==> src/rtl/core/swm_pkg.sv <==
// ----------------------------------------------------------------------------
// swm_pkg
// Shared types, sizes and helpers for the sliding window maximum unit.
// ----------------------------------------------------------------------------
package swm_pkg;

	localparam int WINDOW_MAX  = 1024;
	localparam int SAMPLE_BITS = 16;
	localparam int POS_W       = 16;
	localparam int WLEN_W      = 11;
	localparam int PTR_W       = $clog2(WINDOW_MAX);
	localparam int CNT_W       = $clog2(WINDOW_MAX + 1);
	localparam int CMP_W       = (SAMPLE_BITS > POS_W) ? SAMPLE_BITS : POS_W;

	typedef logic [PTR_W-1:0]       ptr_t;
	typedef logic [CNT_W-1:0]       cnt_t;
	typedef logic [POS_W-1:0]       pos_t;
	typedef logic [SAMPLE_BITS-1:0] smp_t;
	typedef logic [CMP_W-1:0]       cmp_t;

	typedef struct packed {
		smp_t value;
		pos_t pos;
	} entry_t;

	typedef struct packed {
		logic   we;
		ptr_t   waddr;
		entry_t wdata;
		ptr_t   raddr;
	} ram_req_t;

	function automatic ptr_t next_slot(input ptr_t p);
		next_slot = (p == ptr_t'(WINDOW_MAX - 1)) ? '0 : p + ptr_t'(1);
	endfunction

	function automatic ptr_t prev_slot(input ptr_t p);
		prev_slot = (p == '0) ? ptr_t'(WINDOW_MAX - 1) : p - ptr_t'(1);
	endfunction

	// signed value to order-preserving unsigned key
	function automatic smp_t order_key(input smp_t v);
		order_key = v ^ {1'b1, {(SAMPLE_BITS-1){1'b0}}};
	endfunction

endpackage

==> src/rtl/core/swm_cmp.sv <==
// ----------------------------------------------------------------------------
// swm_cmp
// Shared unsigned magnitude compare, used for both age and value checks.
// ----------------------------------------------------------------------------
module swm_cmp (
	input  swm_pkg::cmp_t op_a,
	input  swm_pkg::cmp_t op_b,
	output logic          a_ge_b
);

	logic [swm_pkg::CMP_W:0] diff;

	assign diff   = {1'b0, op_a} - {1'b0, op_b};
	assign a_ge_b = ~diff[swm_pkg::CMP_W];

endmodule

==> src/rtl/core/swm_seq.sv <==
// ----------------------------------------------------------------------------
// swm_seq
// Sequencer: drops aged front entries, pops smaller back entries, appends the
// sample and produces the window maximum through one shared comparator.
// ----------------------------------------------------------------------------
module swm_seq (
	input  logic                       clk,
	input  logic                       arst_n,
	input  logic                       in_valid,
	output logic                       in_stall,
	input  swm_pkg::smp_t              sample,
	input  logic                       start_req,
	input  logic [swm_pkg::WLEN_W-1:0] window_length,
	output logic                       out_valid,
	input  logic                       out_stall,
	output swm_pkg::smp_t              window_max,
	output swm_pkg::ram_req_t          ram_req,
	input  swm_pkg::entry_t            rd_data
);

	typedef enum logic [1:0] {
		ST_IDLE,
		ST_DROP,
		ST_POP
	} state_t;

	state_t        state_q;
	swm_pkg::ptr_t head_q;
	swm_pkg::ptr_t tail_q;
	swm_pkg::cnt_t count_q;
	swm_pkg::pos_t pos_q;
	logic          filled_q;
	swm_pkg::smp_t smp_q;
	swm_pkg::pos_t win_q;
	swm_pkg::smp_t front_q;
	logic          out_valid_q;
	swm_pkg::smp_t window_max_q;

	logic          accept;
	logic          hit;
	swm_pkg::cmp_t op_a;
	swm_pkg::cmp_t op_b;
	swm_pkg::pos_t age;
	swm_pkg::pos_t win_clamp;
	logic          fill_now;
	logic          can_push;
	swm_pkg::smp_t front_val;

	assign in_stall   = (state_q != ST_IDLE) || (out_valid_q && out_stall);
	assign accept     = in_valid && !in_stall;
	assign out_valid  = out_valid_q;
	assign window_max = window_max_q;

	always_comb begin
		if (window_length == '0) begin
			win_clamp = swm_pkg::pos_t'(1);
		end else if (swm_pkg::pos_t'(window_length) > swm_pkg::pos_t'(swm_pkg::WINDOW_MAX)) begin
			win_clamp = swm_pkg::pos_t'(swm_pkg::WINDOW_MAX);
		end else begin
			win_clamp = swm_pkg::pos_t'(window_length);
		end
	end

	assign age = pos_q - rd_data.pos;

	// drop: age >= window; pop: key(sample) >= key(back value)
	always_comb begin
		if (state_q == ST_DROP) begin
			op_a = swm_pkg::cmp_t'(age);
			op_b = swm_pkg::cmp_t'(win_q);
		end else begin
			op_a = swm_pkg::cmp_t'(swm_pkg::order_key(smp_q));
			op_b = swm_pkg::cmp_t'(swm_pkg::order_key(rd_data.value));
		end
	end

	swm_cmp u_cmp (
		.op_a   (op_a),
		.op_b   (op_b),
		.a_ge_b (hit)
	);

	assign fill_now  = ({1'b0, pos_q} + {{swm_pkg::POS_W{1'b0}}, 1'b1}) >= {1'b0, win_q};
	assign can_push  = count_q < swm_pkg::cnt_t'(swm_pkg::WINDOW_MAX);
	// front is the new sample when the deque ran empty
	assign front_val = (count_q == '0) ? smp_q : front_q;

	always_comb begin
		ram_req.we          = 1'b0;
		ram_req.waddr       = tail_q;
		ram_req.wdata.value = smp_q;
		ram_req.wdata.pos   = pos_q;
		ram_req.raddr       = head_q;
		case (state_q)
			ST_IDLE: begin
				ram_req.raddr = head_q;
			end
			ST_DROP: begin
				if (count_q != '0 && hit) begin
					ram_req.raddr = swm_pkg::next_slot(head_q);
				end else begin
					ram_req.raddr = swm_pkg::prev_slot(tail_q);
				end
			end
			ST_POP: begin
				ram_req.raddr = swm_pkg::prev_slot(swm_pkg::prev_slot(tail_q));
				if (!(count_q != '0 && hit)) begin
					ram_req.we = can_push;
				end
			end
			default: begin
				ram_req.raddr = head_q;
			end
		endcase
	end

	always_ff @(posedge clk or negedge arst_n) begin
		if (!arst_n) begin
			state_q     <= ST_IDLE;
			head_q      <= '0;
			tail_q      <= '0;
			count_q     <= '0;
			pos_q       <= '0;
			filled_q    <= 1'b0;
			out_valid_q <= 1'b0;
		end else begin
			if (out_valid_q && !out_stall) begin
				out_valid_q <= 1'b0;
			end
			case (state_q)
				ST_IDLE: begin
					if (accept) begin
						smp_q   <= sample;
						win_q   <= win_clamp;
						state_q <= ST_DROP;
						if (start_req) begin
							head_q   <= '0;
							tail_q   <= '0;
							count_q  <= '0;
							pos_q    <= '0;
							filled_q <= 1'b0;
						end
					end
				end
				ST_DROP: begin
					if (count_q != '0 && hit) begin
						head_q  <= swm_pkg::next_slot(head_q);
						count_q <= count_q - swm_pkg::cnt_t'(1);
					end else begin
						front_q <= rd_data.value;
						state_q <= ST_POP;
					end
				end
				ST_POP: begin
					if (count_q != '0 && hit) begin
						tail_q  <= swm_pkg::prev_slot(tail_q);
						count_q <= count_q - swm_pkg::cnt_t'(1);
					end else begin
						if (can_push) begin
							tail_q  <= swm_pkg::next_slot(tail_q);
							count_q <= count_q + swm_pkg::cnt_t'(1);
						end
						pos_q <= pos_q + swm_pkg::pos_t'(1);
						if (filled_q || fill_now) begin
							filled_q     <= 1'b1;
							out_valid_q  <= 1'b1;
							window_max_q <= front_val;
						end
						state_q <= ST_IDLE;
					end
				end
				default: begin
					state_q <= ST_IDLE;
				end
			endcase
		end
	end

endmodule

==> config.mk <==
export PLATFORM = sky130hd
export DESIGN_NAME = swm_seq
export DESIGN_NICKNAME = d
export VERILOG_FILES = /design/src/rtl/core/swm_pkg.sv /design/src/rtl/core/swm_cmp.sv /design/src/rtl/core/swm_seq.sv
export SDC_FILE = /design/constraint.sdc
export NUM_CORES = 1
export LEC_CHECK = 0
export ABC_CLOCK_PERIOD_IN_PS = 9400
export BUFFER_PORTS_ARGS = -buffer_cell sky130_fd_sc_hd__buf_2
export CAP_MARGIN = 5
export CORE_UTILIZATION = 28
export DETAILED_ROUTE_END_ITERATION = 12
export GPL_TIMING_DRIVEN = 0
export SLEW_MARGIN = 20
export SYNTH_ARGS = -nofsm -noshare
export SYNTH_HDL_FRONTEND = slang
export SYNTH_SLANG_ARGS = --single-unit
==> constraint.sdc <==
create_clock -name clk -period 9.4 [get_ports clk]
set_input_delay 0.47 -clock clk [delete_from_list [all_inputs] [get_ports clk]]
set_output_delay 0.47 -clock clk [all_outputs]
set_load 0.005 [all_outputs]
==> impl_metrics.csv, run 1 <==
group,metric,value,unit
timing,fin_crit,6.10,ns
finish,area_growth_syn_to_layout,18.6,%
drt,drtIter0Drc,493,
setup_path,critical_path.endpoint_type,"primary output",
drt,dr.pass1.iters,5,
timing,clock_skew,0.00975,ns
place,gp_congestion,0.869,
synth,syn_avg_cell_area,9.21,sq um
synth,synthCells,874,
setup_path,cp.required,8.93,ns
drt,drt_wl_total,25.8,mm
setup_path,critical_path_class,"register to primary output",
global_route,grt_max_degree,55,
drt,drtAntennaViolNets,0,
synth,syn_nets,991,
pwr,ir_worst_vdd,0.130,mV
synth,yosysTopAreaCell,"edfxtp_1",
run_status,status,"finished, final reports clean",
finish,final_common_cell,"buf_2",
synth,synth_area_leaders,"edfxtp_1 22%, dfrtp_1 16%, ha_1 8.1%",
timing,rsz0062_at_grt,"false",
cts,cts_max_path_buffers,2,
synth,synth_flop_cell,"edfxtp_1",
floorplanning,ios,135,
timing,setup_viol,0,
global_route,grt_pass1_vias,7135,
synth,ys_seq_area_share,37.9,%
synth,synth_warnings,0,
setup_path,reg2reg_slack,4.03,ns
cts,clock-sinks,110,
run,drv_cap,0,
drt,vias_per_cell,5.26,
cts,clock_latency,0.38,ns
cts,cts-root-buf,"clkbuf_16",
drt,routedWlPerCell,18.4,microns
cts,cts_resized,0,
finish,drive_gt1_share,21.3,%
synth,synth_top_area_share,22.0,%
synth,synth_cell_types,78,
floorplanning,core_area,0.0280,sq mm
timing,max_slew_margin,39.0,%
floorplanning,dieWidth,172,microns
global_route,track_usage,17.9,%
synth,synth-async-reset-ratio,46.4,%
place,portBuffers,133,
timing,tightestPinTransition,0.915,ns
global_route,antenna_found_initial,2,
cts,clk_pin_slew,0.09,ns
setup_path,worstPathMaxFanout,10,
timing,final_hold_viol_count,0,
cts,cts_tree,"built",
floorplanning,fp.dieArea,0.0294,sq mm
pwr,power,2.99,mW
timing,slew_viol_final,0,
finish,nets,1137,
timing,finalCritPeriodShare,64.9,%
synth,synth_area,0.00805,sq mm
setup_path,cp.arrival,5.63,ns
place,detailedPlacementHpwl,19.7,mm
cts,postCtsSetupBuffers,0,
timing,setup_tns,0,ns
cts,ctsHoldBuffers,0,
finish,layout_common_cells,"141 x buf_2, 80 x nand2_1, 67 x o21ai_0",
hold_path,hp-class,"input port to asynchronous set/reset pin",
floorplanning,fp.dieH,172,microns
drt,vias,7385,
setup_path,cp-start-kind,"register",
synth,ys_seq_elements,110,
pwr,leakagePower,4.18,nW
timing,fmax,164,MHz
global_route,gr-total-overflow,0,
pwr,p_per_area,313,mW/mm^2
floorplanning,start_util,28.7,%
synth,synth-edff-count,59,
floorplanning,rows,61,
global_route,grt_pass1_wl,39.7,mm
drt,drcViolationCount,0,
cts,h-tree-depth,3,
cts,cts_buffers,9,
==> cells by family (layout without fill, tap and decap cells) <==
logic type / Yosys count / count (layout) / share of synthesized area (%)
compound gates: 262 / 262 / 21.7
xor+xnor: 32 / 32 / 3.48
fa+ha+maj: 53 / 53 / 8.33
buf+inv: 90 / 241 / 4.80
flops: 110 / 110 / 37.9
mux: 43 / 43 / 5.77
other cells: 0 / 1 / 0
simple gates: 284 / 284 / 18.1
==> through the flow <==
| stage | worst slack [ns] | hold WS, ns | area (sq um) | instances | utilization (%) |
|---|---|---|---|---|---|
| after detailed placement | 3.78 | 0.531 | 9240 | 1387 | 33.0 |
| final | 3.30 | 0.137 | 9550 | 1404 | 34.1 |
| after CTS | 3.39 | 0.168 | 9540 | 1403 | 34.1 |
| after floorplan | 4.68 | 0.174 | 8050 | 874 | - |
| after global routing | 2.83 | 0.195 | 9550 | 1404 | 34.1 |
| after global placement | 3.46 | 0.525 | 9190 | 1385 | 32.8 |
==> where the power goes <==
part / internal [mW] / leakage (nW) / switching [mW] / total [mW]
Sequential: 0.618 / 1.24 / 0.0802 / 0.699
Clock: 0.193 / 0.151 / 0.226 / 0.419
Combinational: 0.691 / 2.79 / 1.18 / 1.87
==> routing by layer <==
layer	part of all wire, %	vias up	track usage (%)
met2	44	257	27.2
li1	-	3541	-
met4	3.2	2	7.65
met5	0.050	-	0
met3	5.1	53	3.08
met1	47	3532	24.7
==> final cells by class <==
type,instances,area [sq um]
plain buffers,43,210
multi-input cells,674,4620
clock inverters,7,78.8
fillers,2925,18500
repair buffers,135,711
flip-flops and latches,110,3050
diodes,1,2.50
clock buffers,9,225
inverters,47,176
well taps,378,473
==> registers in the layout (all words and copies together) (netlist names) <==
signal,count
count_q,11
filled_q,1
front_q,16
head_q,10
out_valid,1
pos_q,16
smp_q,16
state_q,2
tail_q,10
win_q,11
window_max,16
==> final timing paths <==
check	from	end	cells past startpoint
min in group clk	sample[7]	smp_q[7]	1
worst min register to register	front_q[15]	window_max[15]	1
worst max register to register	state_q[1]	front_q[14]	14
worst min-delay path	arst_n	tail_q[3]	1
max in group asynchronous	arst_n	pos_q[13]	1
worst max-delay path	pos_q[0]	ram_req[4]	22
==> critical path: stages (launching register included) <==
cell      delay [ns]
dfrtp_1         0.49
inv_1           0.07
ha_1            0.22
fa_1            0.42
nor2b_1         0.12
o21ai_0         0.12
a21oi_1         0.30
o21ai_0         0.21
o21bai_1        0.16
a21oi_1         0.10
xnor2_1         0.13
mux2_2          0.26
ha_1            0.30
nand4_1         0.17
a211oi_1        0.20
o21ai_1         0.14
a21oi_1         0.40
o211ai_1        0.34
buf_2           0.30
o32ai_1         0.23
a31oi_1         0.06
o21ai_0         0.30
buf_2           0.18
==> cell usage after synthesis (all sizes together), types with 3 or more instances <==
master / n
mux2i: 16
a211o: 5
o21a: 7
a41oi: 3
o31ai: 12
a22o: 15
a21o: 13
nand4b: 3
and2: 7
xnor2: 19
o22ai: 6
xor2: 13
o211ai: 7
o2111ai: 3
or3: 7
o21ai: 86
a31oi: 20
nand2b: 8
nand3: 30
a31o: 3
nor2b: 15
a21boi: 4
a211oi: 8
o32ai: 3
clkbuf: 27
edfxtp: 59
nand4: 10
inv: 45
dfrtp: 51
and3: 32
nand2: 80
nor2: 63
nor3: 14
nor3b: 3
nor4: 6
mux2: 27
a311oi: 4
a21oi: 44
ha: 52
buf: 16
Power figures use the tool's default switching activity.
==> run 2: changes to the inputs <==
ABC_CLOCK_PERIOD_IN_PS = 6100   (was 9400)
clock period = 6.1 ns   (was 9.4 ns; I/O delays follow)
==> run 2 against run 1 <==
- the run now ends with negative hold slack left
- critical path type unchanged
- clock power up 55%
- count of clock-buffer cells in the layout unchanged
- critical path depth unchanged
- combinational power up 55%
- cell area up 0.20%
- first-iteration DRC count down 3.2%
- via count up 0.28%
- global-route usage unchanged
- wire length about the same
- final cell count up 0.14%
==> impl_metrics.csv, run 2 (same netlist as run 1, synthesis figures left out) <==
group,metric,value,unit
global_route,antenna_found_initial,2,
cts,clock-sinks,110,
setup_path,cp_common_cell,"o21ai_0",
finish,fin_cells,1406,
timing,setup_viol,0,
finish,nets,1139,
cts,cts_tree,"built",
global_route,gr-total-overflow,0,
place,portBuffers,133,
setup_path,cp.arrival,5.39,ns
finish,final_util,34.1,%
hold_path,hp-class,"input port to asynchronous set/reset pin",
timing,final_hold_viol_count,11,
setup_path,r2r_cells,22,
timing,fin_crit,5.69,ns
pwr,p_per_area,483,mW/mm^2
floorplanning,fp.dieH,172,microns
setup_path,critical_path.endpoint_type,"primary output",
run_status,violations,"negative hold slack",
floorplanning,fp.dieArea,0.0294,sq mm
drt,drcViolationCount,0,
finish,multi_input_area,0.00462,sq mm
timing,tightestPinTransition,0.904,ns
place,dp.cells,1387,
pwr,combPwrFrac,62.7,%
finish,area_growth_syn_to_layout,18.8,%
setup_path,r2r_start,"pos_q[0]",
drt,vias,7406,
finish,fillers,2924,
place,detailedPlacementHpwl,19.7,mm
timing,fmax,176,MHz
timing,clock_skew,0.0117,ns
setup_path,crit_chain,"inv_1 -> ha_1 -> fa_1 -> nor2b_1 -> o21ai_0 -> a21oi_1 -> o21ai_0 -> o21bai_1 -> a21oi_1 -> xnor2_1 -> mux2_2 -> ha_1 -> nand4_1 -> a211oi_1 -> o21ai_1 -> a21o_1 -> a21boi_4 -> buf_6 -> mux2i_1 -> a22oi_1 -> o21ai_0 -> buf_2",
pwr,pwr-share-seq,23.3,%
floorplanning,dieWidth,172,microns
global_route,grt_max_degree,55,
setup_path,critPathTopFamily,"compound AO/OA/AOI/OAI gates",
run,drv_cap,0,
floorplanning,rows,61,
drt,drtIter0Drc,477,
cts,h-tree-depth,3,
timing,finalCritPeriodShare,93.3,%
cts,clk_pin_slew,0.09,ns
drt,drtAntennaViolNets,0,
drt,vias_per_cell,5.27,
finish,final_common_cell,"buf_2",
pwr,clkPwrFrac,14.0,%
timing,rsz0062_at_grt,"false",
setup_path,critPathBufInv,3,
cts,clock_latency,0.39,ns
finish,drive_gt1_share,21.5,%
global_route,grt_pass1_vias,7135,
finish,layout_common_cells,"141 x buf_2, 80 x nand2_1, 66 x o21ai_0",
pwr,p_sw_share,49.8,%
pwr,intPower,2.32,mW
setup_path,cp.required,5.79,ns
timing,setup_tns,0,ns
global_route,grt_pass1_wl,39.7,mm
cts,cts-root-buf,"clkbuf_16",
setup_path,r2r_end,"window_max[15]",
pwr,p_switching,2.30,mW
setup_path,cp_slowest_cell,"dfrtp_1",
finish,seq_area,0.00305,sq mm
setup_path,worstPathMaxFanout,10,
cts,cts_buffers,9,
timing,slew_viol_final,0,
setup_path,reg2reg_slack,0.74,ns
timing,max_slew_margin,39.8,%
setup_path,critPathMaxStageDelay,0.49,ns
floorplanning,core_area,0.0280,sq mm
pwr,ir_worst_vdd,0.198,mV
place,gp_congestion,0.869,
setup_path,critical_path_class,"register to primary output",
global_route,track_usage,17.9,%
drt,dr.pass1.iters,5,
setup_path,cp-start-kind,"register",
cts,cts_max_path_buffers,2,
run_status,status,"complete, but fails checks",
timing,fin_hold_ws,-0.0245,ns
floorplanning,start_util,28.7,%
drt,routedWlPerCell,18.3,microns
drt,drt_wl_total,25.7,mm
pwr,leakagePower,4.19,nW
floorplanning,ios,135,
[run 2: changes by cell type in the layout (fill, tap and decap cells not counted), sizes merged]
cell | before | now
buf | 151 | 153
[run 2: how the worst max path moves through the flow]
stage | from | to | slack [ns] | cells after the start
floorplan | pos_q[0] | window_max[0] | 1.38 | 21
global placement | state_q[1] | window_max[14] | 0.16 | 16
detailed placement | pos_q[0] | ram_req[4] | 0.69 | 22
CTS | pos_q[0] | ram_req[4] | 0.25 | 22
global route | pos_q[0] | ram_req[2] | 0.07 | 22
finish | pos_q[0] | ram_req[2] | 0.41 | 22
[run 2: power groups by stage]
stage | Clock [mW] | Combinational [mW] | Sequential, mW
3_3_place_gp | 0 | 2.80 | 1.09
4_1_cts | 0.663 | 2.87 | 1.08
6_report | 0.648 | 2.90 | 1.08
5_1_grt | 0.690 | 3.17 | 1.09
3_5_place_dp | 0 | 2.85 | 1.09
2_1_floorplan | 0 | 1.98 | 1.05
[run 2: cell type report]
type	count	area share, %
Multi-Input combinational cell	674	48.4
Sequential cell	110	31.9
Timing Repair Buffer	137	7.59
Tap cell	378	4.95
Clock buffer	9	2.35
Buffer	43	2.20
Inverter	47	1.84
Clock inverter	7	0.824
Antenna cell	1	0.0262
[run 2: worst register-to-register path, delay by kind of cell (launching register included)]
family / cells / cell delay, ns
muxes: 1 / 0.26
buffers and inverters: 3 / 0.47
DFF: 1 / 0.49
adders and majority gates: 3 / 0.95
xor gates and xnor gates: 1 / 0.13
and+or+nand+nor: 5 / 0.97
AOI/OAI and AO/OA: 9 / 1.76
[run 2: metrics by stage]
stage / power, mW / hold slack (ns) / setup slack (ns) / area, sq um
global route: 4.96 / 0.0295 / 0.0740 / 9560
CTS: 4.61 / 0.00345 / 0.253 / 9540
detailed placement: 3.94 / 0.429 / 0.693 / 9240
floorplan: 3.04 / 0.00941 / 1.38 / 8050
global placement: 3.89 / 0.479 / 0.162 / 9190
finish: 4.62 / -0.0245 / 0.406 / 9560
[run 2: timing repair]
item / CTS / global route
buffers inserted: 0 / 2
hold buffers: 0 / 0
endpoints found under the setup margin: 0 / 5
resized for setup: 0 / 2
[run 2: layer usage]
metal / share of wire, % / GRT usage [%] / vias to the layer above
met5: 0.050 / 0 / -
met4: 3.2 / 7.65 / 2
met3: 5.1 / 3.08 / 53
met2: 45 / 27.2 / 249
met1: 47 / 24.7 / 3554
li1: - / - / 3548
==> run 3: changes to the inputs <==
BUFFER_PORTS_ARGS = -buffer_cell sky130_fd_sc_hd__clkbuf_2   (was -buffer_cell sky130_fd_sc_hd__buf_2)
CAP_MARGIN = 25   (was 5)
CTS_BUF_LIST = sky130_fd_sc_hd__clkbuf_4   (was not set)
==> run 3 against run 2 <==
- the run now ends clean
- maximum frequency rose by 0.69%
- core utilization rose by 0.75 points
- critical path depth up 1
- clock power is 39% lower
- combinational power barely moved
- cell area increased by 2.2%
- final cell count up 2.4%
- via count grew 2.1%
- largest power group unchanged
==> impl_metrics.csv, run 3 (same netlist as run 1, synthesis figures left out) <==
group,metric,value,unit
run_status,status,"finished, final reports clean",
finish,layout_common_cells,"134 x clkbuf_2, 80 x nand2_1, 65 x o21ai_0",
drt,drt_wl_total,25.8,mm
global_route,grt_pass1_vias,7277,
global_route,met2_usage,28.6,%
global_route,antenna_found_initial,1,
cts,h-tree-depth,3,
setup_path,critical_path.endpoint_type,"primary output",
timing,fmax,177,MHz
setup_path,critical_path_class,"register to primary output",
global_route,gr-total-overflow,0,
drt,routedWlPerCell,17.9,microns
drt,vias_per_cell,5.25,
timing,finalWorstSetupSlack,0.445,ns
setup_path,crit_chain,"inv_1 -> ha_1 -> fa_1 -> nor2b_1 -> o21ai_0 -> a21oi_2 -> o21ai_0 -> o21bai_1 -> a21oi_1 -> xnor2_1 -> mux2_2 -> ha_1 -> nand2_1 -> o21a_1 -> a21boi_0 -> a21o_1 -> a21boi_4 -> buf_6 -> clkbuf_4 -> nand2_1 -> a32oi_1 -> a21oi_1 -> clkbuf_2",
floorplanning,ios,135,
setup_path,critPathMaxStageDelay,0.47,ns
cts,cts_buffers,9,
setup_path,cp.arrival,5.35,ns
setup_path,reg2reg_slack,0.87,ns
place,gp_congestion,0.866,
drt,drtIter0Drc,457,
global_route,grt_max_degree,49,
global_route,grt_pass1_wl,40.0,mm
timing,slew_viol_final,0,
cts,clock_latency,0.52,ns
floorplanning,start_util,28.7,%
finish,fillers,2884,
finish,final_common_cell,"clkbuf_2",
place,post-place-ws,0.724,ns
timing,finalCritPeriodShare,92.7,%
cts,cts_tree,"built",
timing,clock_skew,0.0265,ns
place,detailedPlacementHpwl,19.6,mm
setup_path,cp.required,5.79,ns
finish,area_growth_syn_to_layout,21.4,%
drt,drcViolationCount,0,
floorplanning,fp.dieArea,0.0294,sq mm
floorplanning,fp.dieH,172,microns
timing,tightestPinTransition,0.945,ns
finish,drive_gt1_share,21.3,%
hold_path,hold-path-endpoint,"win_q[2]",
setup_path,r2r_end,"window_max[15]",
setup_path,r2r_start,"pos_q[0]",
pwr,leakagePower,4.27,nW
drt,vias,7559,
global_route,track_usage,17.8,%
pwr,ir_worst_vdd,0.219,mV
setup_path,critPathBufInv,4,
timing,setup_tns,0,ns
cts,cts-root-buf,"clkbuf_4",
global_route,grt_busiest_layer,"met2",
hold_path,hp-class,"input port to register",
drt,dr.pass1.iters,6,
floorplanning,dieWidth,172,microns
global_route,use_met1,24.2,%
cts,clk_pin_slew,0.20,ns
setup_path,cp-start-kind,"register",
global_route,grtUsageMet3,2.44,%
floorplanning,core_area,0.0280,sq mm
floorplanning,rows,61,
timing,fin_hold_ws,0.0900,ns
run,drv_cap,0,
place,portBuffers,133,
timing,fin_crit,5.66,ns
finish,nets,1173,
pwr,p_per_area,449,mW/mm^2
timing,setup_viol,0,
cts,clock-sinks,110,
drt,drtAntennaViolNets,0,
hold_path,hp-start,"window_length[2]",
setup_path,worstPathMaxFanout,10,
hold_path,min_delay_path_depth,2,
setup_path,cp_slowest_cell,"dfrtp_2",
setup_path,cp_num_cells,23,
timing,final_hold_viol_count,0,
timing,max_slew_margin,37.0,%
setup_path,r2r_cells,22,
cts,cts_max_path_buffers,2,
setup_path,critPathTopFamily,"compound AO/OA/AOI/OAI gates",
-- run 3: changes by cell type in the layout (fill, tap and decap cells not counted), moves of 2 or more --
cell / change
clkbuf_2: +134
buf_4: -2
buf_2: -133
clkbuf_16: -9
clkbuf_4: +11
inv_6: +2
dlygate4sd3_1: +34
clkbuf_1: -2
-- run 3: power breakdown --
group | switching (mW) | internal [mW] | total (mW)
clock network | 0.298 | 0.0987 | 0.396
logic | 1.83 | 1.09 | 2.92
registers | 0.125 | 0.953 | 1.08
-- run 3: how the worst max path moves through the flow --
stage	startpoint	to	slack (ns)
after global routing	pos_q[0]	ram_req[1]	-0.009
after global placement	state_q[1]	window_max[14]	0.13
after floorplan	pos_q[0]	window_max[0]	1.38
after detailed placement	state_q[1]	front_q[14]	0.72
final	pos_q[0]	ram_req[1]	0.44
after CTS	pos_q[0]	ram_req[4]	0.1
-- run 3: area by class of cell --
class | count | area (sq um) | area share [%]
Antenna cell | 1 | 2.50 | 0.0256
Buffer | 43 | 215 | 2.20
Clock buffer | 9 | 67.6 | 0.691
Clock inverter | 7 | 68.8 | 0.704
Inverter | 47 | 176 | 1.81
Multi-Input combinational cell | 674 | 4630 | 47.4
Sequential cell | 110 | 3050 | 31.2
Tap cell | 378 | 473 | 4.84
Timing Repair Buffer | 171 | 1090 | 11.1
-- run 3: stage by stage --
stage	std cells	utilization (%)	cell area, sq um	total power, mW
3_3_place_gp	1385	32.8	9190	3.90
3_5_place_dp	1388	33.1	9270	3.94
2_1_floorplan	874	-	8050	3.04
6_report	1440	34.9	9770	4.39
5_1_grt	1440	34.9	9770	4.72
4_1_cts	1438	34.8	9740	4.37
-- run 3: metal layers --
layer  vias to the layer above  part of all wire, %
li1                       3613                    -
met1                      3613                   46
met2                       293                   46
met3                        40                  5.5
met4                         0                  2.8
met5                         -                    0
-- run 3: repair_timing --
action | in CTS | in global routing
buffers inserted | 0 | 1
resized for setup | 0 | 11
hold endpoints to repair | 84 | 0
endpoints found under the setup margin | 0 | 9
hold buffers | 34 | 0
